`src/rtl/core/bbr_pkg.sv`:
```
// ----------------------------------------------------------------------------
// bbr_pkg
// Shared types, codes, reset values and glyph lookup for the ball raster.
// ----------------------------------------------------------------------------
package bbr_pkg;

    localparam int BBR_SCREEN_WIDTH  = 78;
    localparam int BBR_SCREEN_HEIGHT = 64;
    localparam int BBR_FRAC_BITS     = 8;

    localparam logic [4:0]         BBR_RADIUS_RST      = 5'd12;
    localparam logic [9:0]         BBR_GRAVITY_RST     = 10'd48;
    localparam logic signed [11:0] BBR_START_SPEED_RST = 12'sd256;

    localparam logic [6:0] GLYPH_SPACE = 7'd32;
    localparam logic [6:0] GLYPH_UNDER = 7'd95;
    localparam logic [6:0] GLYPH_CARET = 7'd94;
    localparam logic [6:0] GLYPH_FULL  = 7'd67;

    typedef enum logic [1:0] {
        FUNC_TICK    = 2'd0,
        FUNC_QUERY   = 2'd1,
        FUNC_RESTART = 2'd2
    } t_func;

    typedef enum logic [1:0] {
        CFG_RADIUS      = 2'd0,
        CFG_GRAVITY     = 2'd1,
        CFG_START_SPEED = 2'd2
    } t_cfg_idx;

    typedef struct packed {
        logic [4:0]         radius;
        logic [9:0]         gravity_step;
        logic signed [11:0] start_speed_x;
    } t_cfg;

    function automatic logic [6:0] bbr_glyph(input logic [1:0] pair);
        logic [6:0] g;
        case (pair)
            2'd0:    g = GLYPH_SPACE;
            2'd1:    g = GLYPH_UNDER;
            2'd2:    g = GLYPH_CARET;
            default: g = GLYPH_FULL;
        endcase
        return g;
    endfunction

endpackage

```
`src/rtl/core/bbr_cfg_regs.sv`:
```
// ----------------------------------------------------------------------------
// bbr_cfg_regs
// Configuration register file: radius, gravity step and restart speed.
// ----------------------------------------------------------------------------
module bbr_cfg_regs (
    input  logic          i_clk,
    input  logic          i_rst_n,
    input  logic          i_cfg_valid,
    input  logic [1:0]    i_cfg_index,
    input  logic [11:0]   i_cfg_data,
    output bbr_pkg::t_cfg o_cfg
);
    import bbr_pkg::*;

    t_cfg r_cfg;

    always_ff @(posedge i_clk) begin
        if (!i_rst_n) begin
            r_cfg.radius        <= BBR_RADIUS_RST;
            r_cfg.gravity_step  <= BBR_GRAVITY_RST;
            r_cfg.start_speed_x <= BBR_START_SPEED_RST;
        end else if (i_cfg_valid) begin
            case (t_cfg_idx'(i_cfg_index))
                CFG_RADIUS:      r_cfg.radius        <= i_cfg_data[4:0];
                CFG_GRAVITY:     r_cfg.gravity_step  <= i_cfg_data[9:0];
                CFG_START_SPEED: r_cfg.start_speed_x <= $signed(i_cfg_data);
                default: begin
                end
            endcase
        end
    end

    assign o_cfg = r_cfg;

endmodule

```
`src/rtl/core/bbr_motion.sv`:
```
// ----------------------------------------------------------------------------
// bbr_motion
// Ball state: gravity, position update, wall clamp and reflection, restart.
// ----------------------------------------------------------------------------
module bbr_motion #(
    parameter int SCREEN_WIDTH  = bbr_pkg::BBR_SCREEN_WIDTH,
    parameter int SCREEN_HEIGHT = bbr_pkg::BBR_SCREEN_HEIGHT,
    parameter int FRAC_BITS     = bbr_pkg::BBR_FRAC_BITS
) (
    input  logic           i_clk,
    input  logic           i_rst_n,
    input  bbr_pkg::t_cfg  i_cfg,
    input  logic           i_step,
    input  bbr_pkg::t_func i_func,
    output logic [14:0]    o_pos_x,
    output logic [14:0]    o_pos_y,
    output logic [14:0]    o_next_x,
    output logic [14:0]    o_next_y
);
    import bbr_pkg::*;

    localparam int WIDE = (FRAC_BITS + 11 > 20) ? FRAC_BITS + 11 : 20;
    localparam logic signed [WIDE-1:0] VMAX = WIDE'(32767);
    localparam logic signed [WIDE-1:0] VMIN = WIDE'(-32768);
    localparam logic signed [WIDE-1:0] PMAX = WIDE'(32767);
    localparam logic signed [WIDE-1:0] H_FX = WIDE'(SCREEN_HEIGHT << FRAC_BITS);
    localparam logic signed [WIDE-1:0] W_FX = WIDE'(SCREEN_WIDTH << FRAC_BITS);
    localparam int POS_RST_I = int'(BBR_RADIUS_RST) << FRAC_BITS;
    localparam logic [14:0] POS_RST = (POS_RST_I > 32767) ? 15'h7fff : 15'(POS_RST_I);

    function automatic logic signed [15:0] sat16(input logic signed [WIDE-1:0] v);
        logic signed [15:0] s;
        if (v > VMAX)      s = 16'sh7fff;
        else if (v < VMIN) s = 16'sh8000;
        else               s = v[15:0];
        return s;
    endfunction

    function automatic logic [14:0] sat_pos(input logic signed [WIDE-1:0] v);
        logic [14:0] s;
        if (v > PMAX)              s = 15'h7fff;
        else if (v < WIDE'(0))     s = 15'h0;
        else                       s = v[14:0];
        return s;
    endfunction

    logic [14:0]            r_pos_x, r_pos_y;
    logic signed [15:0]     r_vel_x, r_vel_y;
    logic [14:0]            n_pos_x, n_pos_y;
    logic signed [15:0]     n_vel_x, n_vel_y;
    logic signed [WIDE-1:0] r_fx, g_fx, px, py;
    logic signed [15:0]     vy1;

    assign r_fx = $signed(WIDE'(i_cfg.radius) << FRAC_BITS);
    assign g_fx = $signed(WIDE'(i_cfg.gravity_step));

    always_comb begin
        n_pos_x = r_pos_x;
        n_pos_y = r_pos_y;
        n_vel_x = r_vel_x;
        n_vel_y = r_vel_y;
        vy1     = sat16(WIDE'(r_vel_y) + g_fx);
        px      = $signed(WIDE'(r_pos_x)) + WIDE'(r_vel_x);
        py      = $signed(WIDE'(r_pos_y)) + WIDE'(vy1);
        case (i_func)
            FUNC_TICK: begin
                n_vel_y = vy1;
                if (py + r_fx > H_FX) begin
                    py      = H_FX - r_fx;
                    n_vel_y = sat16(-WIDE'(vy1));
                end else if (py - r_fx <= WIDE'(0)) begin
                    py      = r_fx;
                    n_vel_y = sat16(-WIDE'(vy1));
                end
                if (px + r_fx > W_FX) begin
                    px      = W_FX - r_fx;
                    n_vel_x = sat16(-WIDE'(r_vel_x));
                end else if (px - r_fx < WIDE'(0)) begin
                    px      = r_fx;
                    n_vel_x = sat16(-WIDE'(r_vel_x));
                end
                n_pos_x = sat_pos(px);
                n_pos_y = sat_pos(py);
            end
            FUNC_RESTART: begin
                n_pos_x = sat_pos(r_fx);
                n_pos_y = sat_pos(r_fx);
                n_vel_x = 16'(i_cfg.start_speed_x);
                n_vel_y = '0;
            end
            default: begin
            end
        endcase
    end

    always_ff @(posedge i_clk) begin
        if (!i_rst_n) begin
            r_pos_x <= POS_RST;
            r_pos_y <= POS_RST;
            r_vel_x <= 16'(BBR_START_SPEED_RST);
            r_vel_y <= '0;
        end else if (i_step) begin
            r_pos_x <= n_pos_x;
            r_pos_y <= n_pos_y;
            r_vel_x <= n_vel_x;
            r_vel_y <= n_vel_y;
        end
    end

    assign o_pos_x  = r_pos_x;
    assign o_pos_y  = r_pos_y;
    assign o_next_x = n_pos_x;
    assign o_next_y = n_pos_y;

    a_restart_stops_fall: assert property (@(posedge i_clk) disable iff (!i_rst_n)
        (i_step && i_func == FUNC_RESTART) |=> (r_vel_y == 16'sd0))
        else $error("vertical speed not cleared by restart");

    a_query_keeps_ball: assert property (@(posedge i_clk) disable iff (!i_rst_n)
        (i_step && i_func == FUNC_QUERY) |=> ($stable(r_pos_x) && $stable(r_pos_y)
            && $stable(r_vel_x) && $stable(r_vel_y)))
        else $error("cell query moved the ball");

endmodule

```
`src/rtl/core/bbr_cell_geom.sv`:
```
// ----------------------------------------------------------------------------
// bbr_cell_geom
// Query geometry: offsets of the two cell pixels from the centre, squared.
// ----------------------------------------------------------------------------
module bbr_cell_geom #(
    parameter int SCREEN_WIDTH  = bbr_pkg::BBR_SCREEN_WIDTH,
    parameter int SCREEN_HEIGHT = bbr_pkg::BBR_SCREEN_HEIGHT,
    parameter int FRAC_BITS     = bbr_pkg::BBR_FRAC_BITS,
    parameter int MW            = FRAC_BITS + 5
) (
    input  logic           i_clk,
    input  logic           i_rst_n,
    input  logic           i_v1,
    input  bbr_pkg::t_func i_func,
    input  logic [6:0]     i_col,
    input  logic [4:0]     i_row,
    input  logic [4:0]     i_radius,
    input  logic [14:0]    i_pos_x,
    input  logic [14:0]    i_pos_y,
    input  logic [14:0]    i_next_x,
    input  logic [14:0]    i_next_y,
    input  logic           i_rdy3,
    output logic           o_rdy2,
    output logic           o_v2,
    output logic           o_query,
    output logic           o_top_ok,
    output logic           o_bot_ok,
    output logic [2*MW-1:0] o_sq_x,
    output logic [2*MW-1:0] o_sq_top,
    output logic [2*MW-1:0] o_sq_bot,
    output logic [9:0]     o_rr,
    output logic [14:0]    o_ball_x,
    output logic [14:0]    o_ball_y
);
    import bbr_pkg::*;

    localparam int WIDE = (FRAC_BITS + 11 > 20) ? FRAC_BITS + 11 : 20;
    localparam logic signed [WIDE-1:0] ONE_FX = WIDE'(1 << FRAC_BITS);

    logic signed [WIDE-1:0] r_fx, ix, jt, jb, dx, dyt, dyb, ax, at, ab;
    logic                   okx, okt, okb;
    logic [MW-1:0]          mx, mt, mb;
    logic [5:0]             jrow;

    logic                   r_v2, r_query, r_top_ok, r_bot_ok;
    logic [2*MW-1:0]        r_sq_x, r_sq_top, r_sq_bot;
    logic [9:0]             r_rr;
    logic [14:0]            r_ball_x, r_ball_y;
    logic                   rdy2;

    assign jrow = {i_row, 1'b0};
    assign r_fx = $signed(WIDE'(i_radius) << FRAC_BITS);
    assign ix   = $signed(WIDE'(i_col) << FRAC_BITS);
    assign jt   = $signed(WIDE'(jrow) << FRAC_BITS);
    assign jb   = jt + ONE_FX;
    assign dx   = ix - $signed(WIDE'(i_pos_x));
    assign dyt  = jt - $signed(WIDE'(i_pos_y));
    assign dyb  = jb - $signed(WIDE'(i_pos_y));

    assign okx = (8'(i_col) < 8'(SCREEN_WIDTH)) && (dx < r_fx) && (dx >= -r_fx);
    assign okt = (8'(jrow) < 8'(SCREEN_HEIGHT)) && (dyt < r_fx) && (dyt >= -r_fx);
    assign okb = (8'(jrow) + 8'd1 < 8'(SCREEN_HEIGHT)) && (dyb < r_fx) && (dyb >= -r_fx);

    assign ax = (dx  < WIDE'(0)) ? -dx  : dx;
    assign at = (dyt < WIDE'(0)) ? -dyt : dyt;
    assign ab = (dyb < WIDE'(0)) ? -dyb : dyb;
    assign mx = okx ? ax[MW-1:0] : '0;
    assign mt = okt ? at[MW-1:0] : '0;
    assign mb = okb ? ab[MW-1:0] : '0;

    assign rdy2 = !r_v2 || i_rdy3;

    always_ff @(posedge i_clk) begin
        if (!i_rst_n) begin
            r_v2 <= 1'b0;
        end else if (rdy2) begin
            r_v2 <= i_v1;
        end
    end

    always_ff @(posedge i_clk) begin
        if (rdy2 && i_v1) begin
            r_query  <= (i_func == FUNC_QUERY);
            r_top_ok <= okx && okt;
            r_bot_ok <= okx && okb;
            r_sq_x   <= (2*MW)'(mx) * (2*MW)'(mx);
            r_sq_top <= (2*MW)'(mt) * (2*MW)'(mt);
            r_sq_bot <= (2*MW)'(mb) * (2*MW)'(mb);
            r_rr     <= 10'(i_radius) * 10'(i_radius);
            r_ball_x <= i_next_x;
            r_ball_y <= i_next_y;
        end
    end

    assign o_rdy2   = rdy2;
    assign o_v2     = r_v2;
    assign o_query  = r_query;
    assign o_top_ok = r_top_ok;
    assign o_bot_ok = r_bot_ok;
    assign o_sq_x   = r_sq_x;
    assign o_sq_top = r_sq_top;
    assign o_sq_bot = r_sq_bot;
    assign o_rr     = r_rr;
    assign o_ball_x = r_ball_x;
    assign o_ball_y = r_ball_y;

    a_stage_holds: assert property (@(posedge i_clk) disable iff (!i_rst_n)
        (r_v2 && !i_rdy3) |=> (r_v2 && $stable(r_sq_x) && $stable(r_ball_y)))
        else $error("stalled query stage lost its word");

endmodule

```
`src/rtl/core/bbr_pixel_out.sv`:
```
// ----------------------------------------------------------------------------
// bbr_pixel_out
// Distance test for both cell pixels, glyph lookup and output register.
// ----------------------------------------------------------------------------
module bbr_pixel_out #(
    parameter int FRAC_BITS = bbr_pkg::BBR_FRAC_BITS,
    parameter int MW        = FRAC_BITS + 5
) (
    input  logic            i_clk,
    input  logic            i_rst_n,
    input  logic            i_v2,
    input  logic            i_query,
    input  logic            i_top_ok,
    input  logic            i_bot_ok,
    input  logic [2*MW-1:0] i_sq_x,
    input  logic [2*MW-1:0] i_sq_top,
    input  logic [2*MW-1:0] i_sq_bot,
    input  logic [9:0]      i_rr,
    input  logic [14:0]     i_ball_x,
    input  logic [14:0]     i_ball_y,
    input  logic            i_m_tready,
    output logic            o_rdy3,
    output logic            o_m_tvalid,
    output logic [39:0]     o_m_tdata
);
    import bbr_pkg::*;

    localparam int SW = 2 * MW + 1;

    logic [SW-1:0] sum_t, sum_b, rr_fx;
    logic          lit_t, lit_b, rdy3;
    logic [1:0]    pair;

    logic          r_v3;
    logic [1:0]    r_pair;
    logic [6:0]    r_glyph;
    logic [14:0]   r_ball_x, r_ball_y;

    assign sum_t = SW'(i_sq_x) + SW'(i_sq_top);
    assign sum_b = SW'(i_sq_x) + SW'(i_sq_bot);
    assign rr_fx = SW'(i_rr) << (2 * FRAC_BITS);
    assign lit_t = i_top_ok && (sum_t <= rr_fx);
    assign lit_b = i_bot_ok && (sum_b <= rr_fx);
    assign pair  = i_query ? {lit_t, lit_b} : 2'b00;

    assign rdy3 = !r_v3 || i_m_tready;

    always_ff @(posedge i_clk) begin
        if (!i_rst_n) begin
            r_v3 <= 1'b0;
        end else if (rdy3) begin
            r_v3 <= i_v2;
        end
    end

    always_ff @(posedge i_clk) begin
        if (rdy3 && i_v2) begin
            r_pair   <= pair;
            r_glyph  <= bbr_glyph(pair);
            r_ball_x <= i_ball_x;
            r_ball_y <= i_ball_y;
        end
    end

    assign o_rdy3     = rdy3;
    assign o_m_tvalid = r_v3;
    assign o_m_tdata  = {1'b0, r_ball_y, r_ball_x, r_glyph, r_pair};

    a_word_enters: assert property (@(posedge i_clk) disable iff (!i_rst_n)
        (i_v2 && rdy3) |=> r_v3)
        else $error("result word dropped at output register");

endmodule

```
`src/rtl/core/bouncing_ball_raster.sv`:
```
// ----------------------------------------------------------------------------
// bouncing_ball_raster
// Bouncing ball with gravity for a half-block character display.
//
//   port group | dir | fields (low bit up)
//   i_s_*      | in  | tdata: col[6:0] row[11:7]; tuser: func[1:0]
//   o_m_*      | out | tdata: pixel_pair[1:0] glyph[8:2] ball_x[23:9] ball_y[38:24]
//   i_cfg_*    | in  | index[1:0] data[11:0]; 0 radius, 1 gravity, 2 start speed
//
// One word per cycle while not stalled; input, query and result registers in order.
// Ball state moves as a word leaves the input register, so queries see all
// earlier ticks and restarts. Query stage squares dx, both dy and radius.
// Synchronous reset, no clearing pass; configuration always ready.
// Each stage holds its word while the next is full and stalled.
// ----------------------------------------------------------------------------
module bouncing_ball_raster #(
    parameter int SCREEN_WIDTH  = bbr_pkg::BBR_SCREEN_WIDTH,
    parameter int SCREEN_HEIGHT = bbr_pkg::BBR_SCREEN_HEIGHT,
    parameter int FRAC_BITS     = bbr_pkg::BBR_FRAC_BITS
) (
    input  logic        i_clk,
    input  logic        i_rst_n,
    input  logic        i_s_tvalid,
    output logic        o_s_tready,
    input  logic [15:0] i_s_tdata,   // col[6:0], row[11:7], zero fill
    input  logic [1:0]  i_s_tuser,   // func[1:0]
    output logic        o_m_tvalid,
    input  logic        i_m_tready,
    output logic [39:0] o_m_tdata,   // pixel_pair[1:0], glyph[8:2], ball_x[23:9],
                                     // ball_y[38:24], zero fill
    input  logic        i_cfg_valid,
    output logic        o_cfg_ready,
    input  logic [1:0]  i_cfg_index,
    input  logic [11:0] i_cfg_data
);
    import bbr_pkg::*;

    localparam int MW = FRAC_BITS + 5;

    t_cfg            cfg;
    logic            r_v1;
    t_func           r_func;
    logic [6:0]      r_col;
    logic [4:0]      r_row;
    logic            rdy1, rdy2, rdy3, adv1;
    logic [14:0]     pos_x, pos_y, next_x, next_y;
    logic            v2, query, top_ok, bot_ok;
    logic [2*MW-1:0] sq_x, sq_top, sq_bot;
    logic [9:0]      rr;
    logic [14:0]     ball_x, ball_y;

    assign o_cfg_ready = 1'b1;
    assign rdy1        = !r_v1 || rdy2;
    assign adv1        = r_v1 && rdy2;
    assign o_s_tready  = rdy1;

    always_ff @(posedge i_clk) begin
        if (!i_rst_n) begin
            r_v1 <= 1'b0;
        end else if (rdy1) begin
            r_v1 <= i_s_tvalid;
        end
    end

    always_ff @(posedge i_clk) begin
        if (rdy1 && i_s_tvalid) begin
            r_func <= t_func'(i_s_tuser);
            r_col  <= i_s_tdata[6:0];
            r_row  <= i_s_tdata[11:7];
        end
    end

    bbr_cfg_regs u_cfg (
        .i_clk       (i_clk),
        .i_rst_n     (i_rst_n),
        .i_cfg_valid (i_cfg_valid),
        .i_cfg_index (i_cfg_index),
        .i_cfg_data  (i_cfg_data),
        .o_cfg       (cfg)
    );

    bbr_motion #(
        .SCREEN_WIDTH  (SCREEN_WIDTH),
        .SCREEN_HEIGHT (SCREEN_HEIGHT),
        .FRAC_BITS     (FRAC_BITS)
    ) u_motion (
        .i_clk    (i_clk),
        .i_rst_n  (i_rst_n),
        .i_cfg    (cfg),
        .i_step   (adv1),
        .i_func   (r_func),
        .o_pos_x  (pos_x),
        .o_pos_y  (pos_y),
        .o_next_x (next_x),
        .o_next_y (next_y)
    );

    bbr_cell_geom #(
        .SCREEN_WIDTH  (SCREEN_WIDTH),
        .SCREEN_HEIGHT (SCREEN_HEIGHT),
        .FRAC_BITS     (FRAC_BITS),
        .MW            (MW)
    ) u_geom (
        .i_clk    (i_clk),
        .i_rst_n  (i_rst_n),
        .i_v1     (r_v1),
        .i_func   (r_func),
        .i_col    (r_col),
        .i_row    (r_row),
        .i_radius (cfg.radius),
        .i_pos_x  (pos_x),
        .i_pos_y  (pos_y),
        .i_next_x (next_x),
        .i_next_y (next_y),
        .i_rdy3   (rdy3),
        .o_rdy2   (rdy2),
        .o_v2     (v2),
        .o_query  (query),
        .o_top_ok (top_ok),
        .o_bot_ok (bot_ok),
        .o_sq_x   (sq_x),
        .o_sq_top (sq_top),
        .o_sq_bot (sq_bot),
        .o_rr     (rr),
        .o_ball_x (ball_x),
        .o_ball_y (ball_y)
    );

    bbr_pixel_out #(
        .FRAC_BITS (FRAC_BITS),
        .MW        (MW)
    ) u_out (
        .i_clk      (i_clk),
        .i_rst_n    (i_rst_n),
        .i_v2       (v2),
        .i_query    (query),
        .i_top_ok   (top_ok),
        .i_bot_ok   (bot_ok),
        .i_sq_x     (sq_x),
        .i_sq_top   (sq_top),
        .i_sq_bot   (sq_bot),
        .i_rr       (rr),
        .i_ball_x   (ball_x),
        .i_ball_y   (ball_y),
        .i_m_tready (i_m_tready),
        .o_rdy3     (rdy3),
        .o_m_tvalid (o_m_tvalid),
        .o_m_tdata  (o_m_tdata)
    );

endmodule
```
`config.mk`:
```
export PLATFORM = sky130hd
export DESIGN_NAME = bouncing_ball_raster
export DESIGN_NICKNAME = d
export VERILOG_FILES = /design/src/rtl/core/bbr_pkg.sv /design/src/rtl/core/bbr_cfg_regs.sv /design/src/rtl/core/bbr_motion.sv /design/src/rtl/core/bbr_cell_geom.sv /design/src/rtl/core/bbr_pixel_out.sv /design/src/rtl/core/bouncing_ball_raster.sv
export SDC_FILE = /design/constraint.sdc
export NUM_CORES = 2
export LEC_CHECK = 0
export ABC_AREA = 1
export BUFFER_PORTS_ARGS = -buffer_cell sky130_fd_sc_hd__buf_2
export CORE_MARGIN = 2
export CORE_UTILIZATION = 30
export DETAILED_ROUTE_END_ITERATION = 16
export GPL_TIMING_DRIVEN = 1
export PLACE_DENSITY = 0.46
export SETUP_SLACK_MARGIN = 0.3
export SLEW_MARGIN = 20
export SYNTH_ARGS = -nofsm -noshare
export SYNTH_HDL_FRONTEND = slang
export SYNTH_SLANG_ARGS = --single-unit
```
`constraint.sdc`:
```
create_clock -name i_clk -period 14.6 [get_ports i_clk]
set_clock_uncertainty 0.15 [all_clocks]
set_input_delay 2.92 -clock i_clk [delete_from_list [all_inputs] [get_ports i_clk]]
set_output_delay 2.92 -clock i_clk [all_outputs]
set_load 0.05 [all_outputs]
```
==> metrics.md <==
| Metric | Value |
|---|---|
| Antenna-violating nets left | 0 |
| Antenna violations before repair | 0 |
| Hold Crit Class | flop to flop |
| Most common cell after layout, fill and taps aside | nand2_1 |
| Longest Clk Path Bufs | 3 |
| # DRC | 0 |
| Seq/Total Area, Yosys | 20.8% |
| Clock latency on the worst-skew pair | between 0.5 and 0.6 ns |
| Syn Nets | 4876 |
| Clock root buffer | clkbuf_16 |
| Num ports | 80 |
| Via count | ~26000 |
| Vias per Instance | between 4 and 5 |
| Post-layout util | 33.2% |
| Wire per inst | between 15 and 20 um |
| Multi-input logic area | roughly 23000 um^2 |
| Maximum clock frequency | 97.6 MHz |
| Die Y | roughly 340 um |
| Tcrit/Tclk final | 70.2% |
| Worst Setup SP | u_motion.o_pos_y[0] |
| Fillers | about 12000 |
| Worst VDD drop | between 0.0001 and 0.00015 V |
| Die W | approximately 340 um |
| Pin count of the biggest net entering global routing | between 70 and 80 |
| Top_reg_cell synth | edfxtp_1 |
| Overflow after GRT | 0 |
| Clock slew at reported path FFs | 0.07 ns |
| Critical path's largest stage delay | roughly 0.7 ns |
| Crit. End Element | flop |
| Post-synth EDFFs | 167 |
| Hold buffer count at CTS | 0 |
| Core Area | 109000 um^2 |
| WS Path Type | flop to flop |
| Final setup fails | 0 |
| Total CTS buffers | 36 |
| Initial Util | between 30% and 40% |
| Seq cells post-synth | between 200 and 300 |
| Mean Syn Cell Area | between 7 and 8 um^2 |
| Power per cell area | 90.3 nW/um^2 |
| CP startpoint kind | flop |
| Slowest CP cell | dfxtp_1 |
| Area contributors post-synth | fa_1 (18%), ha_1 (15%), edfxtp_1 (15%), nand2_1 (8.8%), inv_1 (8.1%) |
| # nets final | around 5000 |
| Most frequent cells in the layout | nand2_1 (773), inv_1 (706), nor2_1 (407), ha_1 (403), fa_1 (303) |
| Diode count | 0 |
| Slew headroom | between 20% and 30% |
| Routed wire length | just over 90000 um |
| Dpl hpwl | 76300 um |
| Data required, critical path | ~15 ns |
| RSZ-0062 raised after global routing | no |
| Status | finished clean |
| Drt initial violations | about 1200 |
| Ys async rst share | 0% |
| Vias in the first global route | 27100 |
| Tmin final | about 10 ns |
| Worst slew pin tran | roughly 1.1 ns |
| Drt pass-1 iters | 7 |
| First-pass GRT wire length | roughly 150000 um |
| # clock sinks | between 200 and 300 |
| Worst reg2reg startpoint | u_motion.o_pos_y[0] |
| Area growth, synth to finish | 9.86% |
| LEAKAGE | about 18 nW |
| Max H-tree Level | 2 |
| CP most frequent cell | nand2_1 |
| Max-cap violations | 0 |
| Setup TNS | 0 ns |
| Synth warn | 0 |
| CTS tree | done |
| Layout cell share with drive strength beyond 1 | between 6 and 7% |
| Sequential cell area | about 7000 um^2 |
| Min-delay src | u_geom.o_ball_x[8] |
| Total GRT Usage | ~17% |
| Rows | between 100 and 150 |
| Synth top area share | ~18% |
| CP max FO | 12 |
| Mapped cell area | 32900 um^2 |
| Synth area leader | fa_1 |
| Post_cts resized | 0 |
| Final hold violations | 0 |
| Die area | about 110000 um^2 |
| Mapped Cells | 4133 |
| Post-CTS setup repair buffer count | 0 |
| Max-slew violations | 0 |
| GPL Wtd Cong | 0.876 |
| CP arrival | about 10 ns |
| PortBufs | 73 |
| Synth unique cells | 63 |
-- critical path, delay by kind of cell, from the launching register on --
kind | cells | cell delay (ns)
AOI/OAI and AO/OA | 13 | 2.26
xor gates and xnor gates | 2 | 0.43
adders and majority gates | 8 | 3.46
buffers and inverters | 9 | 1.42
DFF | 1 | 0.71
and+or+nand+nor | 15 | 1.52
-- stage by stage --
stage | cells | hold slack (ns) | power [W] | instance area (um^2) | setup WS (ns)
4_1_cts | 5638 | 0.255 | 0.00332 | 36100 | 4.26
3_3_place_gp | 5572 | 0.255 | 0.00235 | 34900 | 4.28
2_1_floorplan | 4133 | 0.250 | 0.00196 | 32900 | 6.17
3_5_place_dp | 5572 | 0.256 | 0.00235 | 34900 | 4.27
6_report | 5638 | 0.252 | 0.00326 | 36100 | 4.35
5_1_grt | 5638 | 0.271 | 0.00354 | 36100 | 3.53
-- cell families after synthesis --
| family | count (synthesis) | share of synthesized area [%] |
|---|---|---|
| AO/OA/AOI/OAI | 577 | 9.80 |
| XOR/XNOR | 216 | 5.83 |
| adder cells (fa/ha/maj) | 706 | 33.8 |
| buffers and inverters | 805 | 9.44 |
| flip-flops | 259 | 20.8 |
| other | 2 | 0.0228 |
| AND/OR/NAND/NOR | 1568 | 20.3 |
-- routing by layer --
layer / GRT usage [%] / vias up / share of wire [%]
met2: 28.8 / 379 / 48
li1: - / 13500 / -
met3: 1.87 / 78 / 3.3
met5: 0 / - / 0
met4: 3.54 / 0 / 1.9
met1: 22.6 / 12500 / 47
-- final timing paths --
kind / slack (ns) / to / depth (start not counted)
hold / removal: 0.25 / u_out.r_ball_x[8] / 0
setup / recovery: 4.35 / u_geom.o_sq_bot[24] / 47
hold reg to reg: 0.25 / u_out.r_ball_x[8] / 0
setup reg to reg: 4.35 / u_geom.o_sq_bot[24] / 47
-- power by group --
part	internal, W	switching, W	leakage [nW]
Combinational	0.000492	0.000941	15.5
Sequential	0.000850	0.0000395	2.36
Clock	0.000566	0.000375	0.607
Total	0.00191	0.00136	18.5
-- cell type report --
class | instances | share of cell area [%]
clock buffers | 43 | 2.65
well taps | 1414 | 4.89
multi-input cells | 3069 | 63.5
inverters | 733 | 7.64
flip-flops and latches | 259 | 19.0
repair buffers | 97 | 1.51
clock inverters | 23 | 0.827
-- sequential cells by signal, summed over array words and instances (netlist names), 2 cells and up --
register / flops
u_out.r_ball_y: 15
u_out.r_glyph: 4
u_geom.o_sq_x: 25
u_out.r_pair: 2
r_func: 2
u_geom.o_sq_top: 25
u_motion.r_vel_x: 16
u_geom.o_ball_x: 15
u_out.r_ball_x: 15
u_motion.r_vel_y: 16
u_motion.o_pos_x: 15
r_row: 5
u_geom.o_rr: 9
u_geom.o_ball_y: 15
r_col: 7
u_cfg.o_cfg: 27
u_motion.o_pos_y: 15
u_geom.o_sq_bot: 25
-- Yosys cell counts, types with 16 or more instances --
| cell | number |
|---|---|
| nand2_1 | 773 |
| inv_1 | 709 |
| nor2_1 | 409 |
| ha_1 | 403 |
| fa_1 | 303 |
| a21oi_1 | 274 |
| nand3_1 | 217 |
| o21ai_0 | 168 |
| edfxtp_1 | 167 |
| xor2_1 | 159 |
| dfxtp_1 | 92 |
| xnor2_1 | 55 |
| nand4_1 | 45 |
| clkbuf_1 | 41 |
| nor3_1 | 28 |
| o211ai_1 | 27 |
| o21bai_1 | 24 |
| buf_2 | 19 |
| nand2_2 | 18 |
| a21oi_2 | 16 |
| inv_2 | 16 |
Power figures use the tool's default switching activity.
